--- src/sv/pid_pkg.sv ---
// shared constants, codes and types of the pid controller
package pid_pkg;

    // nanoseconds in one second and the bits it needs
    localparam int          NS_BITS    = 30;
    localparam logic [63:0] NS_PER_SEC = 64'd1000000000;

    // operation codes
    localparam logic [1:0] OP_DERIVE   = 2'd0;
    localparam logic [1:0] OP_SUPPLIED = 2'd1;
    localparam logic [1:0] OP_CLEAR    = 2'd2;
    localparam logic [1:0] OP_UNUSED   = 2'd3;

    // configuration register indexes
    localparam int                   CFG_IDX_W      = 3;
    localparam logic [CFG_IDX_W-1:0] REG_GAIN_PROP  = 3'd0;
    localparam logic [CFG_IDX_W-1:0] REG_GAIN_INTEG = 3'd1;
    localparam logic [CFG_IDX_W-1:0] REG_GAIN_DERIV = 3'd2;
    localparam logic [CFG_IDX_W-1:0] REG_CMD_LIMIT  = 3'd3;

    // status of a serial arithmetic unit
    typedef struct packed {
        logic busy;
        logic done;
    } pid_unit_st_t;

endpackage

--- src/sv/pid_if.sv ---
// handshake channels of the pid controller: sample, result and configuration

interface pid_in_if #(
    parameter int DATA_WIDTH = 32,
    parameter int DT_WIDTH   = 32
);
    logic                         valid;
    logic                         ready;
    logic [1:0]                   operation;
    logic signed [DATA_WIDTH-1:0] err_sample;
    logic signed [DATA_WIDTH-1:0] err_rate;
    logic [DT_WIDTH-1:0]          elapsed_ns;

    modport source (output valid, operation, err_sample, err_rate, elapsed_ns, input ready);
    modport sink   (input valid, operation, err_sample, err_rate, elapsed_ns, output ready);
endinterface

interface pid_out_if #(
    parameter int DATA_WIDTH = 32
);
    logic                         valid;
    logic                         ready;
    logic signed [DATA_WIDTH-1:0] command;
    logic                         cmd_valid;

    modport source (output valid, command, cmd_valid, input ready);
    modport sink   (input valid, command, cmd_valid, output ready);
endinterface

interface pid_cfg_if
    import pid_pkg::*;
#(
    parameter int DATA_WIDTH = 32
);
    logic                  valid;
    logic                  ready;
    logic [CFG_IDX_W-1:0]  index;
    logic [DATA_WIDTH-1:0] data;

    modport source (output valid, index, data, input ready);
    modport sink   (input valid, index, data, output ready);
endinterface

--- src/sv/pid_mul.sv ---
// serial shift-add multiplier, one multiplier bit per cycle, msb first
module pid_mul
    import pid_pkg::*;
#(
    parameter int A_W = 49,
    parameter int B_W = 32
) (
    input  logic                 clk,
    input  logic                 rst_n,
    input  logic                 start,
    input  logic [A_W-1:0]       a,
    input  logic [B_W-1:0]       b,
    output pid_unit_st_t         status,
    output logic [A_W+B_W-1:0]   product
);

    localparam int P_W   = A_W + B_W;
    localparam int CNT_W = $clog2(B_W + 1);

    logic [P_W-1:0]   acc_reg;
    logic [P_W-1:0]   acc_next;
    logic [A_W-1:0]   a_reg;
    logic [B_W-1:0]   b_reg;
    logic [CNT_W-1:0] cnt_reg;
    logic             done_reg;

    // one partial product per cycle
    always_comb
    begin
        acc_next = (acc_reg << 1) + (b_reg[B_W-1] ? {{B_W{1'b0}}, a_reg} : {P_W{1'b0}});
    end

    // operand and accumulator registers
    always_ff @(posedge clk)
    begin
        if (start)
        begin
            acc_reg <= '0;
            a_reg   <= a;
            b_reg   <= b;
        end
        else if (cnt_reg != '0)
        begin
            acc_reg <= acc_next;
            b_reg   <= b_reg << 1;
        end
    end

    // bit counter and completion pulse
    always_ff @(posedge clk or negedge rst_n)
    begin
        if (!rst_n)
        begin
            cnt_reg  <= '0;
            done_reg <= 1'b0;
        end
        else
        begin
            done_reg <= !start && (cnt_reg == CNT_W'(1));
            if (start)
                cnt_reg <= CNT_W'(B_W);
            else if (cnt_reg != '0)
                cnt_reg <= cnt_reg - CNT_W'(1);
        end
    end

    assign status.busy = (cnt_reg != '0);
    assign status.done = done_reg;
    assign product     = acc_reg;

endmodule

--- src/sv/pid_div.sv ---
// serial restoring divider, one quotient bit per cycle
module pid_div
    import pid_pkg::*;
#(
    parameter int N_W = 64,
    parameter int D_W = 32
) (
    input  logic           clk,
    input  logic           rst_n,
    input  logic           start,
    input  logic [N_W-1:0] num,
    input  logic [D_W-1:0] den,
    output pid_unit_st_t   status,
    output logic [N_W-1:0] quotient
);

    localparam int CNT_W = $clog2(N_W + 1);

    logic [N_W-1:0]   q_reg;
    logic [D_W-1:0]   rem_reg;
    logic [D_W-1:0]   rem_next;
    logic [D_W-1:0]   d_reg;
    logic [D_W:0]     rem_sh;
    logic [D_W:0]     rem_diff;
    logic             ge;
    logic [CNT_W-1:0] cnt_reg;
    logic             done_reg;

    // trial subtraction of the divisor
    always_comb
    begin
        rem_sh   = {rem_reg, q_reg[N_W-1]};
        rem_diff = rem_sh - {1'b0, d_reg};
        ge       = (rem_sh >= {1'b0, d_reg});
        rem_next = ge ? rem_diff[D_W-1:0] : rem_sh[D_W-1:0];
    end

    // dividend shifts out as quotient bits shift in
    always_ff @(posedge clk)
    begin
        if (start)
        begin
            q_reg   <= num;
            rem_reg <= '0;
            d_reg   <= den;
        end
        else if (cnt_reg != '0)
        begin
            q_reg   <= {q_reg[N_W-2:0], ge};
            rem_reg <= rem_next;
        end
    end

    // bit counter and completion pulse
    always_ff @(posedge clk or negedge rst_n)
    begin
        if (!rst_n)
        begin
            cnt_reg  <= '0;
            done_reg <= 1'b0;
        end
        else
        begin
            done_reg <= !start && (cnt_reg == CNT_W'(1));
            if (start)
                cnt_reg <= CNT_W'(N_W);
            else if (cnt_reg != '0)
                cnt_reg <= cnt_reg - CNT_W'(1);
        end
    end

    assign status.busy = (cnt_reg != '0);
    assign status.done = done_reg;
    assign quotient    = q_reg;

endmodule

--- src/sv/pid_controller.sv ---
// pid controller top level: sequencer, state, configuration and result register
//
// sample channel: operation, err_sample, err_rate and elapsed_ns, one transfer per
// control step; result channel: command and cmd_valid, exactly one transfer per
// sample; cfg channel: register index and data, always ready; the user must write
// it only while idle, which the block itself does not enforce. each step runs on
// one serial multiplier (one bit per cycle) and one serial divider, used in turn,
// so the block holds one sample at a time. a derive step takes five products and
// two quotients; a supplied-rate step four products and one quotient; clear, zero
// elapsed time and the unused code go straight to the final step.
// sample ready is high only while the sequencer is idle. the finished result waits
// in an output register, so the next sample is taken while the receiver stalls;
// that sample's result waits in the final step until the register is free.
// reset clears last error and integral, zeroes the gains and sets the limit to
// all ones; no result is pending after reset.
module pid_controller
    import pid_pkg::*;
#(
    parameter int DATA_WIDTH  = 32,
    parameter int FRAC_BITS   = 16,
    parameter int INTEG_WIDTH = 48,
    parameter int DT_WIDTH    = 32
) (
    input logic       clk,
    input logic       rst_n,
    pid_in_if.sink    sample,
    pid_out_if.source result,
    pid_cfg_if.sink   cfg
);

    localparam int DW  = DATA_WIDTH;
    localparam int MA0 = (INTEG_WIDTH > DW + 1) ? INTEG_WIDTH : DW + 1;
    localparam int MA  = (MA0 > DT_WIDTH) ? MA0 : DT_WIDTH;
    localparam int MB0 = (DW > DT_WIDTH) ? DW : DT_WIDTH;
    localparam int MB  = (MB0 > NS_BITS) ? MB0 : NS_BITS;
    localparam int PW  = MA + MB;
    localparam int DV0 = DW + 1 + NS_BITS;
    localparam int DV  = (DV0 > DW + DT_WIDTH) ? DV0 : DW + DT_WIDTH;
    localparam int DD  = (DT_WIDTH > NS_BITS) ? DT_WIDTH : NS_BITS;
    localparam int TW  = PW - FRAC_BITS;
    localparam int SW  = TW + 3;
    localparam int IW2 = ((INTEG_WIDTH > DV) ? INTEG_WIDTH : DV) + 2;

    localparam logic [DV-1:0] Q_POS_MAX = {{(DV-DW+1){1'b0}}, {(DW-1){1'b1}}};
    localparam logic [DV-1:0] Q_NEG_MAX = Q_POS_MAX + DV'(1);
    localparam logic signed [IW2-1:0] IMAX =
        $signed({{(IW2-INTEG_WIDTH+1){1'b0}}, {(INTEG_WIDTH-1){1'b1}}});
    localparam logic signed [IW2-1:0] IMIN = -IMAX - IW2'(1);

    typedef enum logic [8:0] {
        S_IDLE   = 9'b000000001,
        S_M_RATE = 9'b000000010,
        S_D_RATE = 9'b000000100,
        S_M_INC  = 9'b000001000,
        S_D_INC  = 9'b000010000,
        S_M_I    = 9'b000100000,
        S_M_P    = 9'b001000000,
        S_M_D    = 9'b010000000,
        S_FIN    = 9'b100000000
    } pid_state_t;

    pid_state_t state_reg, state_next;

    logic signed [DW-1:0]          gain_prop_reg, gain_integ_reg, gain_deriv_reg;
    logic [DW-2:0]                 cmd_limit_reg;
    logic signed [DW-1:0]          last_err_reg;
    logic signed [INTEG_WIDTH-1:0] integ_reg;
    logic signed [DW-1:0]          err_reg;
    logic signed [DW-1:0]          rate_reg;
    logic [DT_WIDTH-1:0]           dt_reg;
    logic                          neg_reg;
    logic signed [SW-1:0]          acc_reg;
    logic                          computed_reg;
    logic                          out_vld_reg;
    logic signed [DW-1:0]          out_cmd_reg;
    logic                          out_cv_reg;

    logic                 in_xfer, out_load;
    logic signed [DW-1:0] src_err;
    logic [DW-1:0]        err_mag;
    logic signed [DW:0]   diff;
    logic [DW:0]          diff_mag;

    logic               mul_start, div_start;
    logic [MA-1:0]      mul_a;
    logic [MB-1:0]      mul_b;
    logic [PW-1:0]      mul_p;
    logic [DV-1:0]      div_n;
    logic [DD-1:0]      div_d;
    logic [DV-1:0]      div_q;
    pid_unit_st_t       mul_st, div_st;

    logic signed [DW-1:0]          rate_sat;
    logic signed [IW2-1:0]         inc_ext, integ_sum;
    logic signed [INTEG_WIDTH-1:0] integ_new;
    logic [INTEG_WIDTH-1:0]        integ_mag;
    logic signed [SW-1:0]          term, acc_sum, lim_s, cmd_sat;
    logic [DW-1:0]                 gi_mag, gp_mag, gd_mag, rate_mag;

    // serial arithmetic units
    pid_mul #(.A_W(MA), .B_W(MB)) u_mul (
        .clk     (clk),
        .rst_n   (rst_n),
        .start   (mul_start),
        .a       (mul_a),
        .b       (mul_b),
        .status  (mul_st),
        .product (mul_p)
    );

    pid_div #(.N_W(DV), .D_W(DD)) u_div (
        .clk      (clk),
        .rst_n    (rst_n),
        .start    (div_start),
        .num      (div_n),
        .den      (div_d),
        .status   (div_st),
        .quotient (div_q)
    );

    assign sample.ready = (state_reg == S_IDLE);
    assign in_xfer      = sample.valid && sample.ready;
    assign cfg.ready    = 1'b1;
    assign out_load     = (state_reg == S_FIN) && (!out_vld_reg || result.ready);

    assign result.valid     = out_vld_reg;
    assign result.command   = out_cmd_reg;
    assign result.cmd_valid = out_cv_reg;

    // magnitudes of the operands
    always_comb
    begin
        src_err  = (state_reg == S_IDLE) ? sample.err_sample : err_reg;
        err_mag  = src_err[DW-1] ? DW'(-src_err) : DW'(src_err);
        diff     = {sample.err_sample[DW-1], sample.err_sample}
                 - {last_err_reg[DW-1], last_err_reg};
        diff_mag = diff[DW] ? (DW+1)'(-diff) : (DW+1)'(diff);
        gi_mag   = gain_integ_reg[DW-1] ? DW'(-gain_integ_reg) : DW'(gain_integ_reg);
        gp_mag   = gain_prop_reg[DW-1] ? DW'(-gain_prop_reg) : DW'(gain_prop_reg);
        gd_mag   = gain_deriv_reg[DW-1] ? DW'(-gain_deriv_reg) : DW'(gain_deriv_reg);
        rate_mag = rate_reg[DW-1] ? DW'(-rate_reg) : DW'(rate_reg);
    end

    // derived rate, saturated to the data range
    always_comb
    begin
        if (neg_reg)
            rate_sat = (div_q > Q_NEG_MAX) ? $signed({1'b1, {(DW-1){1'b0}}})
                                           : -$signed(div_q[DW-1:0]);
        else
            rate_sat = (div_q > Q_POS_MAX) ? $signed({1'b0, {(DW-1){1'b1}}})
                                           : $signed(div_q[DW-1:0]);
    end

    // integral update with saturation
    always_comb
    begin
        inc_ext   = $signed(IW2'(div_q));
        integ_sum = IW2'(integ_reg) + (neg_reg ? -inc_ext : inc_ext);
        if (integ_sum > IMAX)
            integ_new = IMAX[INTEG_WIDTH-1:0];
        else if (integ_sum < IMIN)
            integ_new = IMIN[INTEG_WIDTH-1:0];
        else
            integ_new = integ_sum[INTEG_WIDTH-1:0];
        integ_mag = integ_new[INTEG_WIDTH-1] ? INTEG_WIDTH'(-integ_new)
                                             : INTEG_WIDTH'(integ_new);
    end

    // gain term, truncated toward zero, and command clamp
    always_comb
    begin
        term    = neg_reg ? -$signed(SW'(mul_p[PW-1:FRAC_BITS]))
                          : $signed(SW'(mul_p[PW-1:FRAC_BITS]));
        acc_sum = acc_reg + term;
        lim_s   = $signed(SW'(cmd_limit_reg));
        if (acc_reg > lim_s)
            cmd_sat = lim_s;
        else if (acc_reg < -lim_s)
            cmd_sat = -lim_s;
        else
            cmd_sat = acc_reg;
    end

    // sequencer and unit launches
    always_comb
    begin
        state_next = state_reg;
        mul_start  = 1'b0;
        mul_a      = MA'(err_mag);
        mul_b      = MB'(dt_reg);
        div_start  = 1'b0;
        div_n      = mul_p[DV-1:0];
        div_d      = DD'(dt_reg);
        unique case (state_reg)
            S_IDLE:
            begin
                if (in_xfer)
                begin
                    if (sample.operation == OP_CLEAR || sample.elapsed_ns == '0
                        || (sample.operation != OP_DERIVE
                            && sample.operation != OP_SUPPLIED))
                        state_next = S_FIN;
                    else if (sample.operation == OP_DERIVE)
                    begin
                        mul_start  = 1'b1;
                        mul_a      = MA'(diff_mag);
                        mul_b      = NS_PER_SEC[MB-1:0];
                        state_next = S_M_RATE;
                    end
                    else
                    begin
                        mul_start  = 1'b1;
                        mul_b      = MB'(sample.elapsed_ns);
                        state_next = S_M_INC;
                    end
                end
            end
            S_M_RATE:
            begin
                if (mul_st.done)
                begin
                    div_start  = 1'b1;
                    state_next = S_D_RATE;
                end
            end
            S_D_RATE:
            begin
                if (div_st.done)
                begin
                    mul_start  = 1'b1;
                    state_next = S_M_INC;
                end
            end
            S_M_INC:
            begin
                if (mul_st.done)
                begin
                    div_start  = 1'b1;
                    div_d      = NS_PER_SEC[DD-1:0];
                    state_next = S_D_INC;
                end
            end
            S_D_INC:
            begin
                if (div_st.done)
                begin
                    mul_start  = 1'b1;
                    mul_a      = MA'(integ_mag);
                    mul_b      = MB'(gi_mag);
                    state_next = S_M_I;
                end
            end
            S_M_I:
            begin
                if (mul_st.done)
                begin
                    mul_start  = 1'b1;
                    mul_b      = MB'(gp_mag);
                    state_next = S_M_P;
                end
            end
            S_M_P:
            begin
                if (mul_st.done)
                begin
                    mul_start  = 1'b1;
                    mul_a      = MA'(rate_mag);
                    mul_b      = MB'(gd_mag);
                    state_next = S_M_D;
                end
            end
            S_M_D:
            begin
                if (mul_st.done)
                    state_next = S_FIN;
            end
            S_FIN:
            begin
                if (out_load)
                    state_next = S_IDLE;
            end
            default: state_next = S_IDLE;
        endcase
    end

    // step operands, sign of the running term and accumulator
    always_ff @(posedge clk)
    begin
        if (in_xfer)
        begin
            err_reg  <= sample.err_sample;
            rate_reg <= sample.err_rate;
            dt_reg   <= sample.elapsed_ns;
            neg_reg  <= diff[DW];
            acc_reg  <= '0;
        end
        if (state_reg == S_D_RATE && div_st.done)
            rate_reg <= rate_sat;
        if (state_reg == S_M_INC && mul_st.done)
            neg_reg <= err_reg[DW-1];
        if (state_reg == S_D_INC && div_st.done)
            neg_reg <= integ_new[INTEG_WIDTH-1] ^ gain_integ_reg[DW-1];
        if (state_reg == S_M_I && mul_st.done)
        begin
            acc_reg <= acc_sum;
            neg_reg <= err_reg[DW-1] ^ gain_prop_reg[DW-1];
        end
        if (state_reg == S_M_P && mul_st.done)
        begin
            acc_reg <= acc_sum;
            neg_reg <= rate_reg[DW-1] ^ gain_deriv_reg[DW-1];
        end
        if (state_reg == S_M_D && mul_st.done)
            acc_reg <= acc_sum;
        if (out_load)
        begin
            out_cmd_reg <= cmd_sat[DW-1:0];
            out_cv_reg  <= computed_reg;
        end
    end

    // control state, controller state and configuration
    always_ff @(posedge clk or negedge rst_n)
    begin
        if (!rst_n)
        begin
            state_reg      <= S_IDLE;
            out_vld_reg    <= 1'b0;
            computed_reg   <= 1'b0;
            last_err_reg   <= '0;
            integ_reg      <= '0;
            gain_prop_reg  <= '0;
            gain_integ_reg <= '0;
            gain_deriv_reg <= '0;
            cmd_limit_reg  <= '1;
        end
        else
        begin
            state_reg <= state_next;
            if (out_load)
                out_vld_reg <= 1'b1;
            else if (result.ready)
                out_vld_reg <= 1'b0;
            if (in_xfer)
            begin
                computed_reg <= 1'b0;
                if (sample.operation == OP_CLEAR)
                begin
                    last_err_reg <= '0;
                    integ_reg    <= '0;
                end
                else if (sample.operation == OP_DERIVE && sample.elapsed_ns != '0)
                    last_err_reg <= sample.err_sample;
            end
            if (state_reg == S_D_INC && div_st.done)
                integ_reg <= integ_new;
            if (state_reg == S_M_D && mul_st.done)
                computed_reg <= 1'b1;
            if (cfg.valid && cfg.ready)
            begin
                unique case (cfg.index)
                    REG_GAIN_PROP:  gain_prop_reg  <= $signed(cfg.data);
                    REG_GAIN_INTEG: gain_integ_reg <= $signed(cfg.data);
                    REG_GAIN_DERIV: gain_deriv_reg <= $signed(cfg.data);
                    REG_CMD_LIMIT:  cmd_limit_reg  <= cfg.data[DW-2:0];
                    default: ;
                endcase
            end
        end
    end

endmodule

--- src/flat_wrapper.sv ---
// flat-port wrapper written by rule: the top's interface ports become plain ports
module pid_controller_flat import pid_pkg::*;
#(
    parameter int DATA_WIDTH  = 32,
    parameter int FRAC_BITS   = 16,
    parameter int INTEG_WIDTH = 48,
    parameter int DT_WIDTH    = 32
)
  (clk, rst_n, sample_valid, sample_operation, sample_err_sample, sample_err_rate, sample_elapsed_ns, sample_ready, result_valid, result_command, result_cmd_valid, result_ready, cfg_valid, cfg_index, cfg_data, cfg_ready);
  pid_in_if #(.DATA_WIDTH(DATA_WIDTH), .DT_WIDTH(DT_WIDTH)) sample_i ();
  pid_out_if #(.DATA_WIDTH(DATA_WIDTH)) result_i ();
  pid_cfg_if #(.DATA_WIDTH(DATA_WIDTH)) cfg_i ();
  input logic clk;
  input logic rst_n;
  input wire logic [$bits(sample_i.valid)-1:0] sample_valid;
  input wire logic [$bits(sample_i.operation)-1:0] sample_operation;
  input wire logic [$bits(sample_i.err_sample)-1:0] sample_err_sample;
  input wire logic [$bits(sample_i.err_rate)-1:0] sample_err_rate;
  input wire logic [$bits(sample_i.elapsed_ns)-1:0] sample_elapsed_ns;
  output wire logic [$bits(sample_i.ready)-1:0] sample_ready;
  output wire logic [$bits(result_i.valid)-1:0] result_valid;
  output wire logic [$bits(result_i.command)-1:0] result_command;
  output wire logic [$bits(result_i.cmd_valid)-1:0] result_cmd_valid;
  input wire logic [$bits(result_i.ready)-1:0] result_ready;
  input wire logic [$bits(cfg_i.valid)-1:0] cfg_valid;
  input wire logic [$bits(cfg_i.index)-1:0] cfg_index;
  input wire logic [$bits(cfg_i.data)-1:0] cfg_data;
  output wire logic [$bits(cfg_i.ready)-1:0] cfg_ready;
  assign sample_i.valid = sample_valid;
  assign sample_i.operation = sample_operation;
  assign sample_i.err_sample = sample_err_sample;
  assign sample_i.err_rate = sample_err_rate;
  assign sample_i.elapsed_ns = sample_elapsed_ns;
  assign sample_ready = sample_i.ready;
  assign result_valid = result_i.valid;
  assign result_command = result_i.command;
  assign result_cmd_valid = result_i.cmd_valid;
  assign result_i.ready = result_ready;
  assign cfg_i.valid = cfg_valid;
  assign cfg_i.index = cfg_index;
  assign cfg_i.data = cfg_data;
  assign cfg_ready = cfg_i.ready;
  pid_controller #(.DATA_WIDTH(DATA_WIDTH), .FRAC_BITS(FRAC_BITS), .INTEG_WIDTH(INTEG_WIDTH), .DT_WIDTH(DT_WIDTH)) u_core (.clk(clk), .rst_n(rst_n), .sample(sample_i), .result(result_i), .cfg(cfg_i));
endmodule
--- config.mk ---
export PLATFORM = sky130hd
export DESIGN_NAME = pid_controller_flat
export DESIGN_NICKNAME = d
export VERILOG_FILES = /design/src/sv/pid_pkg.sv /design/src/sv/pid_if.sv /design/src/sv/pid_mul.sv /design/src/sv/pid_div.sv /design/src/sv/pid_controller.sv /design/src/flat_wrapper.sv
export SDC_FILE = /design/constraint.sdc
export NUM_CORES = 2
export LEC_CHECK = 0
export BUFFER_PORTS_ARGS = -buffer_cell sky130_fd_sc_hd__buf_2
export CORE_UTILIZATION = 40
export DETAILED_ROUTE_END_ITERATION = 6
export PLACE_DENSITY = 0.62
export SLEW_MARGIN = 30
export SYNTH_ARGS = -nofsm -noshare
export SYNTH_HDL_FRONTEND = slang
export SYNTH_SLANG_ARGS = --single-unit
export TNS_END_PERCENT = 20
--- constraint.sdc ---
create_clock -name clk -period 7.2 [get_ports clk]
set_input_delay 0.72 -clock clk [delete_from_list [all_inputs] [get_ports clk]]
set_output_delay 0.72 -clock clk [all_outputs]
set_load 0.1 [all_outputs]
# ---- After elaboration in Yosys (flattened, before gate mapping)
# Cells that the tools add are included.
dict set report totals {
  ff_bits 718
  input_bits 138
  output_inout_bits 36
  word_cells 205
}
dict set report op_classes {
  n_addsub 18
  order_cmp 7
  eq_ne 25
  muxes 80
  n_bitwise 3
  reduce_logical 45
}
# cell count
set ops {}
lappend ops {{$mux W32} 26}
lappend ops {{$mux W48} 10}
lappend ops {{$mux W67} 5}
lappend ops {{$neg A32 Y32} 6}
lappend ops {{$pmux W48 S3} 1}
lappend ops {{$mux W64} 2}
lappend ops {{$pmux W32 S4} 1}
lappend ops {{$mux W9} 10}
lappend ops {{$pmux W9 S9} 1}
lappend ops {{$add A80 B48 Y80} 1}
lappend ops {{$add A67 B67 Y67} 1}
lappend ops {{$gt A67 B32 Y1} 1}
lappend ops {{$lt A67 B67 Y1} 1}
lappend ops {{$neg A31 Y67} 1}
lappend ops {{$neg A64 Y67} 1}
lappend ops {{$add A48 B66 Y66} 1}
lappend ops {{$gt A66 B48 Y1 const B} 1}
lappend ops {{$lt A66 B48 Y1 const B} 1}
lappend ops {{$mux W33} 2}
lappend ops {{$mux W66} 1}
lappend ops {{$neg A64 Y66} 1}
lappend ops {{$gt A64 B31 Y1 const B} 1}
lappend ops {{$gt A64 B32 Y1 const B} 1}
lappend ops {{$neg A48 Y48} 1}
lappend ops {{44 further kinds} 100}

# ---- Logic depth before layout (Yosys ltp)
dict set report logic_depth {
  word_depth 10
  depth_mapped 31
  depth_no_buf 28
}

# ---- Hierarchy
# A second synthesis with hierarchy kept.
dict set report unflattened {
  hier_cells 6501
  hier_area_um2 57341.2
}
# mod n_inst cells_per_inst area_per_inst_um2
set modules_own_cells {}
lappend modules_own_cells {pid_controller 1 4888 40760.3}
lappend modules_own_cells {pid_mul 1 977 9344.0}
lappend modules_own_cells {pid_div 1 636 7236.9}

# ---- Least setup slack after synthesis
# OpenSTA, ideal clock, no wires.
dict set report synth_path {
  kind {reg-to-reg}
  startpoint {register u_core.u_mul.acc_reg[23] (netlist: u_core.u_mul.product[23])}
  endpoint {register u_core.acc_reg[66], data pin}
  setup_ns 0.266
  arrival_ns 7.324
  slack_ns -0.390
  path_stages_with_launch 28
  n_path_buf 1
  synth_period_minus_slack_ns 7.590
  path_cell_list {dfxtp_1 > or4_4 > or3_1 > or2_1 > or3_4 > or3_1 > or2_4 > or4_4 > or3_4 > or4_4 > or4_4 > or3_4 > or3_1 > buf_6 > o31ai_2 > xnor2_1 > ha_1 > a21o_1 > a21o_1 > a21o_1 > a21o_1 > a21oi_1 > o21bai_1 > a21oi_1 > o21bai_1 > a221oi_1 > xnor2_1 > nor2_1}
}
dict set report synth_between {
  elab_chain_len 6
}
# item line
set synth_lines {}
lappend synth_lines {{start, declared} pid_mul.sv:20} ;# logic [P_W-1:0] acc_reg;
lappend synth_lines {{start signal, assigned} pid_mul.sv:44} ;# acc_reg <= acc_next;
lappend synth_lines {{$neg A64 Y67} pid_controller.sv:173} ;# term = neg_reg ? -$signed(SW'(mul_p[PW-1:FRAC_BITS]))
lappend synth_lines {{$mux W67 *} pid_controller.sv:173}
lappend synth_lines {{$add A67 B67 Y67 *} pid_controller.sv:175} ;# acc_sum = acc_reg + term;
lappend synth_lines {{$mux W67} pid_controller.sv:304} ;# if (state_reg == S_M_I && mul_st.done)
lappend synth_lines {{$mux W67} pid_controller.sv:309} ;# if (state_reg == S_M_P && mul_st.done)
lappend synth_lines {{$mux W67 *} pid_controller.sv:314} ;# if (state_reg == S_M_D && mul_st.done)
lappend synth_lines {{end signal, assigned} pid_controller.sv:306} ;# acc_reg <= acc_sum;
lappend synth_lines {{end signal, assigned} pid_controller.sv:311} ;# acc_reg <= acc_sum;
lappend synth_lines {{end signal, assigned} pid_controller.sv:315} ;# acc_reg <= acc_sum;
lappend synth_lines {{end, declared} pid_controller.sv:72} ;# logic signed [SW-1:0] acc_reg;
# Mark *: on every way between the ends. The rest lies on a longest branch, timed or not.
# A chain may end at the register's enable or synchronous reset.

# ---- Worst setup path in the final report
dict set report layout_path {
  startpoint {register u_core.u_div.q_reg[0] (netlist: u_core.u_div.quotient[0])}
  endpoint {register u_core.u_mul.a_reg[16], data pin}
}
dict set report layout_between {
  elab_chain_len 10
  word_cells_on_any_way 11
}
# item line
set layout_lines {}
lappend layout_lines {{start, declared} pid_div.sv:19} ;# logic [N_W-1:0] q_reg;
lappend layout_lines {{start signal, assigned} pid_div.sv:43} ;# q_reg <= num;
lappend layout_lines {{start signal, assigned} pid_div.sv:49} ;# q_reg <= {q_reg[N_W-2:0], ge};
lappend layout_lines {{$neg A64 Y66} pid_controller.sv:159} ;# integ_sum = IW2'(integ_reg) + (neg_reg ? -inc_ext : inc_ext);
lappend layout_lines {{$mux W66 *} pid_controller.sv:159}
lappend layout_lines {{$add A48 B66 Y66 *} pid_controller.sv:159}
lappend layout_lines {{$lt A66 B48 Y1} pid_controller.sv:162} ;# else if (integ_sum < IMIN)
lappend layout_lines {{$mux W48} pid_controller.sv:162}
lappend layout_lines {{$mux W48 *} pid_controller.sv:160} ;# if (integ_sum > IMAX)
lappend layout_lines {{$neg A48 Y48} pid_controller.sv:166} ;# integ_mag = integ_new[INTEG_WIDTH-1] ? INTEG_WIDTH'(-integ_new)
lappend layout_lines {{$mux W48 *} pid_controller.sv:166}
lappend layout_lines {{$mux W48 *} pid_controller.sv:246} ;# if (div_st.done)
lappend layout_lines {{$pmux W48 S3 *} pid_controller.sv:195} ;# unique case (state_reg)
lappend layout_lines {{net u_core.mul_a[16]} pid_controller.sv:85} ;# logic [MA-1:0] mul_a;
lappend layout_lines {{end signal, assigned} pid_mul.sv:39} ;# a_reg <= a;
lappend layout_lines {{end, declared} pid_mul.sv:22} ;# logic [A_W-1:0] a_reg;
# Mark *: on every way through the listed nets, which the timed path passes. The rest lies on a longest branch.

==> results_dict.tcl <==
set metrics [dict create \
    syn_to_final_growth_pct 18.4 \
    finalInstanceArea_um2 65700 \
    postRouteAntennaNets 0 \
    start_kind "flop" \
    crit_path_max_fanout 7 \
    ys_warn_count 0 \
    seqCellArea_um2 19300 \
    rsz0062_at_grt "yes" \
    ff2ff_setup_slack_ns -0.21 \
    synth-main-ff-cell "edfxtp_1" \
    track_usage_pct 25.8 \
    dpl_cell_area_um2 61100 \
    fin_worst_skew_ns 0.0829 \
    synth.top_cell.area_share_pct 20.2 \
    synthesis.area_um2 55500 \
    synth_cells 6443 \
    htree_num_levels 3 \
    antenna_found_initial 10 \
    synth_top_area_cell "edfxtp_1" \
    use_met1_pct 37.3 \
    grt.overflow.total 0 \
    clock_path_buffers 3 \
    use_met3_pct 4.03 \
    cts_tree "built" \
    fin_nets 7373 \
    via_per_inst 5.89 \
    largest_reg_flops 80 \
    power_mw 33.6 \
    clockRootBuffer "clkbuf_16" \
    drtPass1Iterations 7 \
    syn_avg_cell_area_um2 8.62 \
    vias 51500 \
    finalHoldViolCount 0 \
    hp-class "input port to flop" \
    crit_path_end_kind "flop" \
    routabilityCongestion 0.977 \
    yosysSeqAreaShare_pct 34.8 \
    drv_slew 0 \
    finalWorstSetupSlack_ns -0.208 \
    dieArea_um2 140000 \
    tightest_slew_ns 0.989 \
    multi_input_area_um2 35300 \
    cp_num_buf_inv 6 \
    slowest_delay_ns 0.50 \
    grt_max_degree 122 \
    violations "design-rule violations, negative setup slack" \
    wl_per_cell_um 21.4 \
    grt_pass1_wl_mm 286 \
    synth_seq_cells 718 \
    grt_pass1_vias 47900 \
    pin_count 174 \
    arrival_ns 7.84 \
    final_util_pct 47.8 \
    nFillCells 13100 \
    required_ns 7.63 \
    clk_latency_ns 0.73 \
    path_class "flop to flop" \
    cts.sinks 718 \
    syn-num-nets 6939 \
    slew_headroom_pct 33.1 \
    die_w_um 375 \
    worst_hold_slack_ns 0.209 \
    cts_buffers 87 \
    ys_top_cells_by_area "edfxtp_1, dfrtp_1, ha_1" \
    status "finished, violations left" \
    synth_most_common_cell "nand2_1" \
    grt_busiest_layer "met2" \
    use_met2_pct 39.0 \
    path_delay_family "simple AND/OR/NAND/NOR gates" \
    timing.final.crit_period_ns 7.41 \
    cp_slowest_cell "nor4bb_4" \
    synth_cell_types 93 \
    drt_wl_total_mm 188 \
    clk_pin_slew_ns 0.06 \
    fmax_mhz 135 \
    synth-edff-count 373 \
    hpwlAfterDp_mm 144 \
    drive_gt1_share_pct 18.4 \
    die_y_um 375 \
    num_rows 136 \
    maxCapViolCount 0 \
    async_reset_ff_share_pct 32.5 \
    core_um2 138000 \
    p_leak_nw 27.2 \
    setup_violations 29 \
    crit_top_cell "or3_4" \
    synth_commonest_cells "nand2_1, a21oi_1, o21ai_0" \
    drc 11 \
    min_period_over_period_pct 103 \
    peakVddDrop_mv 0.296 \
    cellPowerDensity_nw_per_um2 511 \
    portBuffers 172 \
    start_util_pct 40.3 \
    drtIter0Drc 4977 \
]
-- layout by cell type, fill, tap and decap left out, types with 38 or more instances in the layout --
cell type	Yosys	routed
inv_1	225	218
xor2_1	215	215
o31ai_1	91	81
o21bai_1	38	38
o21a_1	55	55
edfxtp_1	373	373
or3_1	82	71
o22ai_1	44	43
and3_1	40	39
dfrtp_1	201	200
nand2_1	755	739
nor4_1	94	84
ha_1	353	349
and2_1	81	76
or2_2	43	42
nand2b_1	83	81
dfxtp_1	112	110
a21o_1	161	161
o21ai_0	488	415
nand4_1	95	95
nor3_1	135	130
or4_1	47	43
mux2_2	137	136
buf_4	2	458
o211ai_1	44	44
o21ai_1	3	63
a31oi_1	57	56
a211oi_1	47	43
buf_2	0	171
nand3_1	118	113
a21oi_1	511	440
a21oi_2	0	63
nor2b_1	79	77
a22o_1	75	75
nor2_1	432	418
clkbuf_16	0	92
mux2i_1	54	54
xnor2_1	369	363
-- path summary, 6_finish.rpt --
check	from	endpoint	depth (start not counted)
hold / removal	sample_elapsed_ns[16]	u_core.dt_reg[16]	1
setup reg to reg	u_core.u_div.quotient[0]	u_core.u_mul.a_reg[16]	31
setup / recovery	u_core.u_div.quotient[0]	u_core.u_mul.a_reg[16]	31
hold reg to reg	u_core.integ_reg[10]	u_core.integ_reg[10]	2
min in group asynchronous	rst_n	u_core.gain_prop_reg[22]	2
max in group asynchronous	rst_n	u_core.integ_reg[42]	4
-- cell families (layout without fill, tap and decap cells) --
| logic type | count (synthesis) | in the layout | synth area share (%) |
|---|---|---|---|
| simple gates | 2174 | 2174 | 19.1 |
| xor+xnor | 584 | 584 | 9.21 |
| flops | 718 | 718 | 34.8 |
| fa+ha+maj | 358 | 358 | 8.14 |
| buf+inv | 559 | 1066 | 3.81 |
| compound gates | 1858 | 1858 | 21.2 |
| mux | 191 | 191 | 3.75 |
| other cells | 1 | 4 | 0.00675 |
-- through the flow --
stage               TNS [ns]  worst slack [ns]  instances
global route          -15.11            -0.381       8747
floorplan             -0.167            -0.112       6443
CTS                    -3.68            -0.217       8715
detailed placement    -46.78            -0.651       8520
finish                 -1.78            -0.208       8747
global placement      -37.57            -0.532       8518
-- what timing repair did --
action	CTS	global route
pin swaps	43	81
endpoints found under the hold margin	0	25
setup endpoints to repair	102	102
setup buffers	31	34
hold buffers	0	1
resized for setup	114	223
cloned	2	1
-- area by class of cell --
cell class | instances | share of cell area [%]
Multi-Input combinational cell | 5166 | 53.7
Sequential cell | 718 | 29.4
Timing Repair Buffer | 678 | 7.67
Clock buffer | 114 | 3.71
Tap cell | 1794 | 3.41
Inverter | 226 | 1.30
Clock inverter | 48 | 0.778
Antenna cell | 3 | 0.0114
-- layer usage --
layer	vias to the layer above	wire (um)
met3	319	14500
met5	-	26
met4	4	6380
li1	24500	-
met2	1851	81100
met1	24800	85700
-- power breakdown --
part / internal [mW] / switching (mW)
Clock: 2.60 / 1.96
Combinational: 8.90 / 12.7
Sequential: 5.99 / 1.45
Power figures use the tool's default switching activity.
